`src/hdl/isp_fpl_pkg.sv`:
```
// ----------------------------------------------------------------------------
// isp_fpl_pkg
// Shared types, command codes and the microcode table of the flash page
// loader.
// ----------------------------------------------------------------------------
package isp_fpl_pkg;

  localparam logic [7:0] OP_LOAD_LOW   = 8'h40;
  localparam logic [7:0] OP_LOAD_HIGH  = 8'h48;
  localparam logic [7:0] OP_WRITE_PAGE = 8'h4C;
  localparam logic [7:0] PAD_BYTE      = 8'hFF;

  // Microcode addresses.
  typedef enum logic [2:0] {
    STEP_FETCH     = 3'd0,
    STEP_LOAD      = 3'd1,
    STEP_WRITE     = 3'd2,
    STEP_END       = 3'd3,
    STEP_PAD       = 3'd4,
    STEP_WRITE_END = 3'd5,
    STEP_CLEAR     = 3'd6,
    STEP_SPARE     = 3'd7
  } step_t;

  typedef enum logic {
    OPS_LOAD  = 1'b0,
    OPS_WRITE = 1'b1
  } op_sel_t;

  typedef enum logic [1:0] {
    LAST_NEVER    = 2'd0,
    LAST_ALWAYS   = 2'd1,
    LAST_NOT_FULL = 2'd2
  } last_sel_t;

  typedef enum logic [2:0] {
    COND_NEVER    = 3'd0,
    COND_ALWAYS   = 3'd1,
    COND_KIND_END = 3'd2,
    COND_IDLE     = 3'd3,
    COND_NOT_FULL = 3'd4
  } cond_t;

  // One control word per microcode step.
  typedef struct packed {
    logic      accept;   // wait for and take an input word
    logic      emit;     // issue one command word
    op_sel_t   op;
    logic      pad;      // load data is the pad byte
    last_sel_t last_sel;
    logic      clear;    // return the loader state to reset
    cond_t     cond;
    step_t     target;
  } ucode_t;

  // Control handed from the sequencer to the datapath.
  typedef struct packed {
    ucode_t cw;
    logic   go;          // the current step completes this cycle
  } ctl_t;

  // Status handed from the datapath to the sequencer.
  typedef struct packed {
    logic full;          // a load now would complete the page
    logic open;          // bytes loaded since the last commit
    logic out_free;      // the output register can take a word
  } status_t;

  function automatic ucode_t ucode(input step_t s);
    ucode_t cw;
    cw = '{accept: 1'b0, emit: 1'b0, op: OPS_LOAD, pad: 1'b0,
           last_sel: LAST_NEVER, clear: 1'b0, cond: COND_NEVER,
           target: STEP_FETCH};
    unique case (s)
      STEP_FETCH: begin
        cw.accept = 1'b1;
        cw.cond   = COND_KIND_END;
        cw.target = STEP_END;
      end
      STEP_LOAD: begin
        cw.emit     = 1'b1;
        cw.last_sel = LAST_NOT_FULL;
        cw.cond     = COND_NOT_FULL;
        cw.target   = STEP_FETCH;
      end
      STEP_WRITE: begin
        cw.emit     = 1'b1;
        cw.op       = OPS_WRITE;
        cw.last_sel = LAST_ALWAYS;
        cw.cond     = COND_ALWAYS;
        cw.target   = STEP_FETCH;
      end
      STEP_END: begin
        cw.cond   = COND_IDLE;
        cw.target = STEP_CLEAR;
      end
      STEP_PAD: begin
        cw.emit   = 1'b1;
        cw.pad    = 1'b1;
        cw.cond   = COND_NOT_FULL;
        cw.target = STEP_PAD;
      end
      STEP_WRITE_END: begin
        cw.emit     = 1'b1;
        cw.op       = OPS_WRITE;
        cw.last_sel = LAST_ALWAYS;
        cw.clear    = 1'b1;
        cw.cond     = COND_ALWAYS;
        cw.target   = STEP_FETCH;
      end
      STEP_CLEAR: begin
        cw.clear  = 1'b1;
        cw.cond   = COND_ALWAYS;
        cw.target = STEP_FETCH;
      end
      STEP_SPARE: begin
        cw.cond   = COND_ALWAYS;
        cw.target = STEP_FETCH;
      end
      default: begin
        cw.cond   = COND_ALWAYS;
        cw.target = STEP_FETCH;
      end
    endcase
    return cw;
  endfunction

endpackage

```
`src/hdl/isp_fpl_in_if.sv`:
```
// ----------------------------------------------------------------------------
// isp_fpl_in_if
// Image channel: one image byte or an end-of-image mark per word.
// ----------------------------------------------------------------------------
interface isp_fpl_in_if;
  logic       valid;
  logic       ready;
  logic       kind;
  logic [7:0] image_byte;

  modport source (output valid, output kind, output image_byte, input ready);
  modport sink   (input valid, input kind, input image_byte, output ready);
endinterface

```
`src/hdl/isp_fpl_out_if.sv`:
```
// ----------------------------------------------------------------------------
// isp_fpl_out_if
// Command channel: one four-byte programming command per word.
// ----------------------------------------------------------------------------
interface isp_fpl_out_if;
  logic       valid;
  logic       ready;
  logic [7:0] opcode_byte;
  logic [7:0] addr_high;
  logic [7:0] addr_low;
  logic [7:0] data_byte;
  logic       last;

  modport source (output valid, output opcode_byte, output addr_high,
                  output addr_low, output data_byte, output last, input ready);
  modport sink   (input valid, input opcode_byte, input addr_high,
                  input addr_low, input data_byte, input last, output ready);
endinterface

```
`src/hdl/isp_fpl_seq.sv`:
```
// ----------------------------------------------------------------------------
// isp_fpl_seq
// Microcode sequencer: step counter, control word lookup and jumps.
// ----------------------------------------------------------------------------
module isp_fpl_seq (
  input  logic               clk,
  input  logic               rst,
  input  logic               in_valid,
  input  logic               in_kind,
  input  isp_fpl_pkg::status_t st,
  output isp_fpl_pkg::ctl_t    ctl
);
  import isp_fpl_pkg::*;

  step_t  pc;
  step_t  pc_next;
  ucode_t cw;
  logic   go;
  logic   take;

  assign cw = ucode(pc);
  assign go = (!cw.accept || in_valid) && (!cw.emit || st.out_free);

  always_comb begin
    unique case (cw.cond)
      COND_NEVER:    take = 1'b0;
      COND_ALWAYS:   take = 1'b1;
      COND_KIND_END: take = in_kind;
      COND_IDLE:     take = !st.open;
      COND_NOT_FULL: take = !st.full;
      default:       take = 1'b1;
    endcase
  end

  always_comb begin
    pc_next = pc;
    if (go) begin
      pc_next = take ? cw.target : step_t'(pc + 3'd1);
    end
  end

  always_ff @(posedge clk) begin
    if (rst) begin
      pc <= STEP_FETCH;
    end else begin
      pc <= pc_next;
    end
  end

  assign ctl.cw = cw;
  assign ctl.go = go;

  // A clearing step always hands control back to the fetch step.
  a_clear_returns: assert property (@(posedge clk) disable iff (rst)
    (go && cw.clear) |=> (pc == STEP_FETCH))
    else $error("clearing step did not return to fetch");

  // The padding loop only leaves through the closing write-page step.
  a_pad_exit: assert property (@(posedge clk) disable iff (rst)
    (go && pc == STEP_PAD && st.full) |=> (pc == STEP_WRITE_END))
    else $error("padding loop left without closing the page");

endmodule

```
`src/hdl/isp_fpl_dp.sv`:
```
// ----------------------------------------------------------------------------
// isp_fpl_dp
// Loader datapath: address and page state, latched image byte and the
// command output register.
// ----------------------------------------------------------------------------
module isp_fpl_dp #(
  parameter int PAGE_WORDS = 32
) (
  input  logic                 clk,
  input  logic                 rst,
  input  isp_fpl_pkg::ctl_t    ctl,
  input  logic [7:0]           in_byte,
  output isp_fpl_pkg::status_t st,
  isp_fpl_out_if.source        cmd
);
  import isp_fpl_pkg::*;

  localparam int WW = $clog2(PAGE_WORDS + 1);

  logic [15:0]   word_address;
  logic [15:0]   page_start;
  logic          high_half;
  logic [WW-1:0] words_in_page;
  logic [7:0]    byte_reg;

  logic          out_valid;
  logic [7:0]    opcode_reg;
  logic [15:0]   addr_reg;
  logic [7:0]    data_reg;
  logic          last_reg;

  logic [7:0]    op_now;
  logic [15:0]   addr_now;
  logic [7:0]    data_now;
  logic          last_now;
  logic          emitting;

  assign st.full     = high_half && (words_in_page == WW'(PAGE_WORDS - 1));
  assign st.open     = high_half || (words_in_page != '0);
  assign st.out_free = !out_valid || cmd.ready;

  assign emitting = ctl.go && ctl.cw.emit;

  always_comb begin
    if (ctl.cw.op == OPS_WRITE) begin
      op_now   = OP_WRITE_PAGE;
      addr_now = page_start;
      data_now = 8'h00;
    end else begin
      op_now   = high_half ? OP_LOAD_HIGH : OP_LOAD_LOW;
      addr_now = word_address;
      data_now = ctl.cw.pad ? PAD_BYTE : byte_reg;
    end
    unique case (ctl.cw.last_sel)
      LAST_NEVER:    last_now = 1'b0;
      LAST_ALWAYS:   last_now = 1'b1;
      LAST_NOT_FULL: last_now = !st.full;
      default:       last_now = 1'b0;
    endcase
  end

  // Loader state
  always_ff @(posedge clk) begin
    if (rst) begin
      word_address  <= '0;
      page_start    <= '0;
      high_half     <= 1'b0;
      words_in_page <= '0;
    end else if (ctl.go && ctl.cw.clear) begin
      word_address  <= '0;
      page_start    <= '0;
      high_half     <= 1'b0;
      words_in_page <= '0;
    end else if (emitting && ctl.cw.op == OPS_WRITE) begin
      page_start    <= word_address;
      words_in_page <= '0;
    end else if (emitting) begin
      if (high_half) begin
        high_half     <= 1'b0;
        word_address  <= word_address + 16'd1;
        words_in_page <= words_in_page + WW'(1);
      end else begin
        high_half <= 1'b1;
      end
    end
  end

  always_ff @(posedge clk) begin
    if (ctl.go && ctl.cw.accept) begin
      byte_reg <= in_byte;
    end
  end

  // Output register
  always_ff @(posedge clk) begin
    if (rst) begin
      out_valid <= 1'b0;
    end else if (emitting) begin
      out_valid <= 1'b1;
    end else if (cmd.ready) begin
      out_valid <= 1'b0;
    end
  end

  always_ff @(posedge clk) begin
    if (emitting) begin
      opcode_reg <= op_now;
      addr_reg   <= addr_now;
      data_reg   <= data_now;
      last_reg   <= last_now;
    end
  end

  assign cmd.valid       = out_valid;
  assign cmd.opcode_byte = opcode_reg;
  assign cmd.addr_high   = addr_reg[15:8];
  assign cmd.addr_low    = addr_reg[7:0];
  assign cmd.data_byte   = data_reg;
  assign cmd.last        = last_reg;

  a_words_bound: assert property (@(posedge clk) disable iff (rst)
    words_in_page <= WW'(PAGE_WORDS))
    else $error("page word count beyond page size");

  // A page is only committed once every word of it has been loaded.
  a_commit_full: assert property (@(posedge clk) disable iff (rst)
    (emitting && ctl.cw.op == OPS_WRITE) |->
      (words_in_page == WW'(PAGE_WORDS) && !high_half))
    else $error("write page issued for a page that is not full");

endmodule

```
`src/hdl/isp_flash_page_loader_core.sv`:
```
// ----------------------------------------------------------------------------
// isp_flash_page_loader_core
// Turns firmware image bytes into serial flash programming commands:
// load-low or load-high per byte, write-page per filled page, and
// padding of the open page at the end of the image.
// ----------------------------------------------------------------------------
//
//  Channel  Dir  Word carries                                   Taken when
//  -------  ---  ---------------------------------------------  -----------------
//  image    in   kind, image_byte                               valid && ready
//  cmd      out  opcode_byte, addr_high, addr_low, data_byte,   valid && ready
//                last
//
// An image byte takes a fetch step and a load step of the microcode
// sequencer, and a write step too when it completes a page, as the write
// page command has a step of its own. An end-of-image word takes the
// fetch and end steps, then one step per padding or write command, or a
// clearing step when no page is open. Each step that issues a command
// waits while the output register holds a word not yet taken; the next
// input word is only taken once the sequencer is back at its fetch step.
// Reset is synchronous and returns the addresses and page count to zero.
// ----------------------------------------------------------------------------
module isp_flash_page_loader_core #(
  parameter int PAGE_WORDS = 32
) (
  input  logic          clk,
  input  logic          rst,
  isp_fpl_in_if.sink    image,
  isp_fpl_out_if.source cmd
);
  import isp_fpl_pkg::*;

  ctl_t    ctl;
  status_t st;

  // The input is ready only during the fetch step, whose control word
  // is the only one that asks for an input word.
  assign image.ready = ctl.cw.accept;

  isp_fpl_seq u_seq (
    .clk      (clk),
    .rst      (rst),
    .in_valid (image.valid),
    .in_kind  (image.kind),
    .st       (st),
    .ctl      (ctl)
  );

  isp_fpl_dp #(
    .PAGE_WORDS (PAGE_WORDS)
  ) u_dp (
    .clk     (clk),
    .rst     (rst),
    .ctl     (ctl),
    .in_byte (image.image_byte),
    .st      (st),
    .cmd     (cmd)
  );

  // Only the fetch step takes input words, and never while issuing one.
  a_accept_no_emit: assert property (@(posedge clk) disable iff (rst)
    image.ready |-> !ctl.cw.emit)
    else $error("input taken in a command step");

endmodule
```
`src/flat_wrapper.sv`:
```
// flat-port wrapper written by rule: the top's interface ports become plain ports
module isp_flash_page_loader_core_flat import isp_fpl_pkg::*;
#(
  parameter int PAGE_WORDS = 32
)
  (clk, rst, image_valid, image_kind, image_image_byte, image_ready, cmd_valid, cmd_opcode_byte, cmd_addr_high, cmd_addr_low, cmd_data_byte, cmd_last, cmd_ready);
  isp_fpl_in_if image_i ();
  isp_fpl_out_if cmd_i ();
  input  logic clk;
  input  logic rst;
  input wire logic [$bits(image_i.valid)-1:0] image_valid;
  input wire logic [$bits(image_i.kind)-1:0] image_kind;
  input wire logic [$bits(image_i.image_byte)-1:0] image_image_byte;
  output wire logic [$bits(image_i.ready)-1:0] image_ready;
  output wire logic [$bits(cmd_i.valid)-1:0] cmd_valid;
  output wire logic [$bits(cmd_i.opcode_byte)-1:0] cmd_opcode_byte;
  output wire logic [$bits(cmd_i.addr_high)-1:0] cmd_addr_high;
  output wire logic [$bits(cmd_i.addr_low)-1:0] cmd_addr_low;
  output wire logic [$bits(cmd_i.data_byte)-1:0] cmd_data_byte;
  output wire logic [$bits(cmd_i.last)-1:0] cmd_last;
  input wire logic [$bits(cmd_i.ready)-1:0] cmd_ready;
  assign image_i.valid = image_valid;
  assign image_i.kind = image_kind;
  assign image_i.image_byte = image_image_byte;
  assign image_ready = image_i.ready;
  assign cmd_valid = cmd_i.valid;
  assign cmd_opcode_byte = cmd_i.opcode_byte;
  assign cmd_addr_high = cmd_i.addr_high;
  assign cmd_addr_low = cmd_i.addr_low;
  assign cmd_data_byte = cmd_i.data_byte;
  assign cmd_last = cmd_i.last;
  assign cmd_i.ready = cmd_ready;
  isp_flash_page_loader_core #(.PAGE_WORDS(PAGE_WORDS)) u_core (.clk(clk), .rst(rst), .image(image_i), .cmd(cmd_i));
endmodule
```
`config.mk`:
```
export PLATFORM = sky130hd
export DESIGN_NAME = isp_flash_page_loader_core_flat
export DESIGN_NICKNAME = d
export VERILOG_FILES = /design/src/hdl/isp_fpl_pkg.sv /design/src/hdl/isp_fpl_in_if.sv /design/src/hdl/isp_fpl_out_if.sv /design/src/hdl/isp_fpl_seq.sv /design/src/hdl/isp_fpl_dp.sv /design/src/hdl/isp_flash_page_loader_core.sv /design/src/flat_wrapper.sv
export SDC_FILE = /design/constraint.sdc
export NUM_CORES = 1
export LEC_CHECK = 0
export ABC_AREA = 1
export BUFFER_PORTS_ARGS = -buffer_cell sky130_fd_sc_hd__buf_2
export CAP_MARGIN = 20
export CORE_ASPECT_RATIO = 0.6
export CORE_MARGIN = 4
export CORE_UTILIZATION = 52
export CTS_CLUSTER_DIAMETER = 100
export DETAILED_ROUTE_END_ITERATION = 16
export GPL_TIMING_DRIVEN = 0
export PLACE_DENSITY = 0.73
export SYNTH_ARGS = -nofsm -noshare
export SYNTH_HDL_FRONTEND = slang
export SYNTH_SLANG_ARGS = --single-unit
```
`constraint.sdc`:
```
create_clock -name clk -period 2 [get_ports clk]
set_input_delay 0.1 -clock clk [delete_from_list [all_inputs] [get_ports clk]]
set_output_delay 0.1 -clock clk [all_outputs]
set_load 0.02 [all_outputs]
```
# Word level (Yosys, flattened, before mapping)
# Index checks and enable logic that the tools add are counted.
[word_totals] regBits=84 input_bits=13 output_inout_bits=35 word_cells=72
[op_classes] add_sub_neg=3 n_eq_ne=13 muxes=16 bitwise_logic=1 n_reduce_logical=28
[op_table] operator="$pmux W6 S5" count=1
[op_table] operator="$add A16 B1 Y16 const B" count=1
[op_table] operator="$mux W16" count=1
[op_table] operator="$eq A3 B3 Y1 const B" count=5
[op_table] operator="$eq A3 B2 Y1 const B" count=4
[op_table] operator="$mux W1" count=8
[op_table] operator="$mux W8" count=1
[op_table] operator="$reduce_or A4 Y1" count=2
[op_table] operator="$add A6 B1 Y6 const B" count=1
[op_table] operator="$eq A6 B5 Y1 const B" count=1
[op_table] operator="$logic_and A1 B1 Y1" count=6
[op_table] operator="$logic_not A3 Y1" count=2
[op_table] operator="$reduce_bool A6 Y1" count=1
[op_table] operator="$reduce_or A2 Y1" count=3
[op_table] operator="$logic_not A1 Y1" count=5
[op_table] operator="$logic_or A1 B1 Y1" count=4
[op_table] operator="$mux W4" count=1
[op_table] operator="$pmux W1 S4" count=1
[op_table] operator="$pmux W2 S2" count=1
[op_table] operator="$reduce_and A2 Y1" count=2
[op_table] operator="$add A3 B1 Y3 const B" count=1
[op_table] operator="$eq A3 B1 Y1 const B" count=1
[op_table] operator="$mux W3" count=1
[op_table] operator="$reduce_and A3 Y1" count=1
[op_table] operator="6 further kinds" count=6

# Logic depth before layout (Yosys ltp)
[depth] depth_word=10 ltp_mapped=12 ltp_nobuf=12

# Modules after synthesis
# Synthesis repeated with hierarchy kept, for this count alone.
[hier_totals] cells_unflattened=433 area_unflattened_um2=3636.0
[modules_own_cells] mod="isp_fpl_dp" n_inst=1 cells_each=362 area_per_inst_um2=3175.5
[modules_own_cells] mod="isp_fpl_seq" n_inst=1 cells_each=71 area_per_inst_um2=460.4

# Worst setup path before layout
# No wires, ideal clock.
[synth_path] path_type="register -> register" startpoint="register u_core.u_seq.pc[0]" endpoint="register u_core.u_dp.byte_reg[0] (enable)" setup_time_ps=383 arrival_time_ps=1789 required_ps=1617 setup_slack_ps=-173 stages_incl_launch_ff=10 period_less_slack_ps=2173 path_cell_list="dfxtp_1 inv_1 ha_1 inv_1 nand2_1 nand2_4 nand2_4 nand3_4 nand2_1 nor3_1"
[synth_via] elab_chain_cells=7
[synth_lines] item="start: declaration" line="isp_fpl_seq.sv:15" source="step_t pc;"
[synth_lines] item="start signal: assignment" line="isp_fpl_seq.sv:46" source="pc <= pc_next;"
[synth_lines] item="$eq A3 B3 Y1 (tied with other cells)" line="isp_fpl_pkg.sv:74" source="unique case (s)"
[synth_lines] item="$reduce_or A4 Y1 (no source line)"
[synth_lines] item="$mux W1" line="isp_fpl_pkg.sv:74"
[synth_lines] item="$logic_not A1 Y1" line="isp_fpl_seq.sv:22" source="assign go = (!cw.accept || in_valid) && (!cw.emit || st.out_free);"
[synth_lines] item="$logic_or A1 B1 Y1" line="isp_fpl_seq.sv:22"
[synth_lines] item="$logic_and A1 B1 Y1" line="isp_fpl_seq.sv:22"
[synth_lines] item="$logic_and A1 B1 Y1 *" line="isp_fpl_dp.sv:89" source="if (ctl.go && ctl.cw.accept) begin"
[synth_lines] item="end signal: assignment" line="isp_fpl_dp.sv:90" source="byte_reg <= in_byte;"
[synth_lines] item="end: declaration" line="isp_fpl_dp.sv:24" source="logic [7:0] byte_reg;"
# Every way passes the cells marked *; elsewhere a longest branch is shown, timed or not.
# A chain may end at the register's enable or synchronous reset.

# Worst setup path in the final report
[layout_path] startpoint="register u_core.u_seq.pc[0]" endpoint="register u_core.u_dp.word_address[2]"
[layout_via] elab_chain_cells=10
[layout_lines] item="$eq A3 B3 Y1 (tied with other cells)" line="isp_fpl_pkg.sv:74"
[layout_lines] item="$reduce_or A4 Y1 (no source line)"
[layout_lines] item="$mux W1" line="isp_fpl_pkg.sv:74"
[layout_lines] item="$logic_not A1 Y1" line="isp_fpl_seq.sv:22"
[layout_lines] item="$logic_or A1 B1 Y1" line="isp_fpl_seq.sv:22"
[layout_lines] item="$logic_and A1 B1 Y1" line="isp_fpl_seq.sv:22"
[layout_lines] item="$logic_and A1 B1 Y1" line="isp_fpl_dp.sv:42" source="assign emitting = ctl.go && ctl.cw.emit;"
[layout_lines] item="$logic_and A1 B1 Y1" line="isp_fpl_dp.sv:74" source="end else if (emitting && ctl.cw.op == OPS_WRITE) begin"
[layout_lines] item="$not A1 Y1 (no source line)"
[layout_lines] item="$reduce_and A3 Y1 (no source line)"
[layout_lines] item="end signal: assignment" line="isp_fpl_dp.sv:80" source="word_address <= word_address + 16'd1;"
[layout_lines] item="end: declaration" line="isp_fpl_dp.sv:20" source="logic [15:0] word_address;"
# Several ways; a longest one is shown, not always the timed one.

==> results by group <==
Run status
  – Outcome: complete, no violations

Global route
  – M3 GR Usage: 0.0503
  – Total GRT Usage: 0.201
  – Initial antenna violation count: 0
  – Vias in the first global route: 2931
  – Grt ovf: 0
  – Layer with the highest usage: met2
  – Largest net degree at the start of global routing: 15
  – Global-route wire length before repair: 14000 µm
  – Routing usage on met1: 0.284
  – GR Util met2: 0.309

Power and ir drop
  – Flop pwr share: 0.328
  – Clock Power Share: 0.222
  – P_leak: 0.00193 µW
  – Net Switching: 3150 µW
  – Comb power frac: 0.450
  – Power after layout: 7840 µW
  – PD cells: 1640 nW/µm²
  – VDD IR-drop max: 0.753 mV
  – Switching Fraction: 0.401
  – Internal power: 4690 µW

Final layout
  – Commonest non-fill, non-tap cells in the layout: nand2_1, inv_1, buf_2
  – Layout area overhead: 23.2%
  – Final net count: 530
  – Commonest non-fill, non-tap cell in the layout: nand2_1
  – Ant. Diodes: 0
  – Non-filler instance count after layout: 615
  – Fillers: 576
  – Layout cells sized above 1: 0.284

Clock tree
  – CTS root buf: clkbuf_16
  – CTS tree: done
  – Clock slew at reported path FFs: 0.06 ns
  – Sink Count: 78
  – CTS buffer count: 9
  – Clock Tree Buf Depth: 2
  – H-Tree Depth: 3
  – Clk Latency, worst-skew pair: 0.33 ns

Die
  – Initial Utilization: 0.535
  – Die width: 120 µm
  – Core ar.: 7270 µm²
  – DIE AREA: 8970 µm²
  – Num rows: 24
  – Die Span Y: 75.0 µm
  – I/O Pins: 48

Timing
  – Final clock skew: 0.00610 ns
  – Period Utilization, post-route: 0.965
  – Fin. Hold Viols: 0
  – # setup viols final: 0
  – Slew @ Worst Pin: 0.500 ns
  – Slew headroom: 0.667
  – Highest achievable clock rate: 518 MHz
  – Final Slew Violations: 0
  – Setup TNS: 0 ns
  – Tmin final: 1.93 ns

Yosys
  – Post-synth EDFFs: 35
  – Distinct cell type count after synthesis: 38
  – Ranking of synthesized cells by area: edfxtp_1, dfxtp_1, nand2_1, inv_1, o21ai_0
  – Post-Syn Area: 3890 µm²
  – Biggest area consumer among synthesized cells: edfxtp_1
  – Seq cells post-synth: 78
  – Yosys top cell area share: 0.270
  – Syn Inst Count: 431
  – Most used DFF post-synth: dfxtp_1
  – Yosys Warn Count: 0
  – Mapped Avg Cell Area: 9.02 µm²
  – Sequential element share of the synthesized area: 0.492
  – FFs w/ async S/R, synth: 0

Detailed routing
  – WL per Instance: 14.0 µm
  – Routed wire length: 8590 µm
  – Drt drc: 0
  – Via Count: 3136
  – Post-DRT Antenna Nets: 0
  – Initial DRC count: 421
  – DR pass1 iterations: 5
  – DR vias/cell: 5.10

Placed design
  – Dpl cells: 580
  – # port buffers: 41
  – DP Wirelength: 5930 µm
  – RePlAce Congestion: 0.914

Setup path
  – Crit start category: register
  – Crit path capture type: register
  – Critical path peak fanout: 7
  – Worst EP arrival: 2.16 ns
  – WP data required: 2.23 ns
  – Critical path class: reg2reg
  – Reg2reg setup slack: 0.07 ns

Flow run
  – Max Cap Viol: 0

Hold path
  – Min-Delay Path Class: in2reg
worst paths after layout:
check | startpoint | endpoint | depth (start not counted)
setup / recovery | u_core.u_seq.pc[0]$_SDFFE_PP0N_ | u_core.u_dp.word_address[2]$_SDFFE_PP0P_ | 12
hold / removal | rst | u_core.u_dp.cmd.valid$_SDFFE_PP0P_ | 2
setup reg to reg | u_core.u_seq.pc[0]$_SDFFE_PP0N_ | u_core.u_dp.word_address[2]$_SDFFE_PP0P_ | 12
hold reg to reg | u_core.u_dp.page_start[4]$_SDFFE_PP0P_ | u_core.u_dp.page_start[4]$_SDFFE_PP0P_ | 2
cells in the mapped netlist (all sizes together) (4+ instances only):
cell type	count
nand2	86
inv	62
o21ai	50
dfxtp	43
a21oi	42
edfxtp	35
nor2	33
nand3	23
buf	15
ha	11
nor3	11
xor2	6
clkbuf	4
power groups by stage:
stage	logic [µW]	clock network, µW	registers (µW)
after detailed placement	3060	0	2600
final	3530	1740	2570
after floorplan	1930	0	2960
after CTS	3300	1770	2570
after global routing	3850	1840	2620
after global placement	3010	0	2580
routing by layer:
metal  vias to the layer above  share of wire
met5                         -              0
met4                         0          0.017
met3                        17          0.092
met2                       130           0.42
met1                      1431           0.47
li1                       1558              -
logic make-up (layout without fill, tap and decap cells):
family          count (synthesis)  in the layout  synth area share
xor+xnor                        7              7            0.0158
compound gates                 94             94             0.155
other cells                     2              6           0.00193
fa+ha+maj                      11             11            0.0354
simple gates                  158            159             0.198
buf+inv                        81            156             0.102
flops                          78             78             0.492
per-stage QoR:
step	hold WS (ns)	utilization	worst slack (ns)	instance area (µm²)
2_1_floorplan	0.169	-	0.0403	3910
3_3_place_gp	0.277	0.584	-0.226	4250
5_1_grt	0.0525	0.659	-0.0130	4790
6_report	0.0416	0.659	0.0691	4790
4_1_cts	0.0329	0.647	0.000766	4700
3_5_place_dp	0.280	0.584	-0.256	4250
worst max-delay path, stage by stage, from the launching register on:
cell and delay, ns:
dfxtp_2 0.38, inv_2 0.07, ha_2 0.19, inv_2 0.10
nor2_2 0.05, nand2_1 0.14, nand3_4 0.23, buf_12 0.21
nor2_4 0.15, buf_4 0.14, nand3_1 0.06, nand2_1 0.07
nor2_1 0.03
final cells by class:
type	count	area (µm²)	share of cell area
plain buffers	19	160	0.0334
clock buffers	10	229	0.0478
clock inverters	6	93.8	0.0196
inverters	62	250	0.0522
multi-input cells	277	1630	0.340
flip-flops and latches	78	1910	0.400
well taps	104	130	0.0272
repair buffers	58	378	0.0789
repair inverters	1	8.76	0.00183
timing repair:
| action | 4_1_cts | 5_1_grt |
|---|---|---|
| pin swaps | 1 | 2 |
| resized for setup | 6 | 8 |
| gates cloned | 1 | 1 |
| hold buffers | 8 | 0 |
| setup endpoints to repair | 26 | 47 |
| buffers inserted | 2 | 7 |
| hold endpoints to repair | 8 | 0 |
No activity file was read; power rests on OpenSTA's default activity.
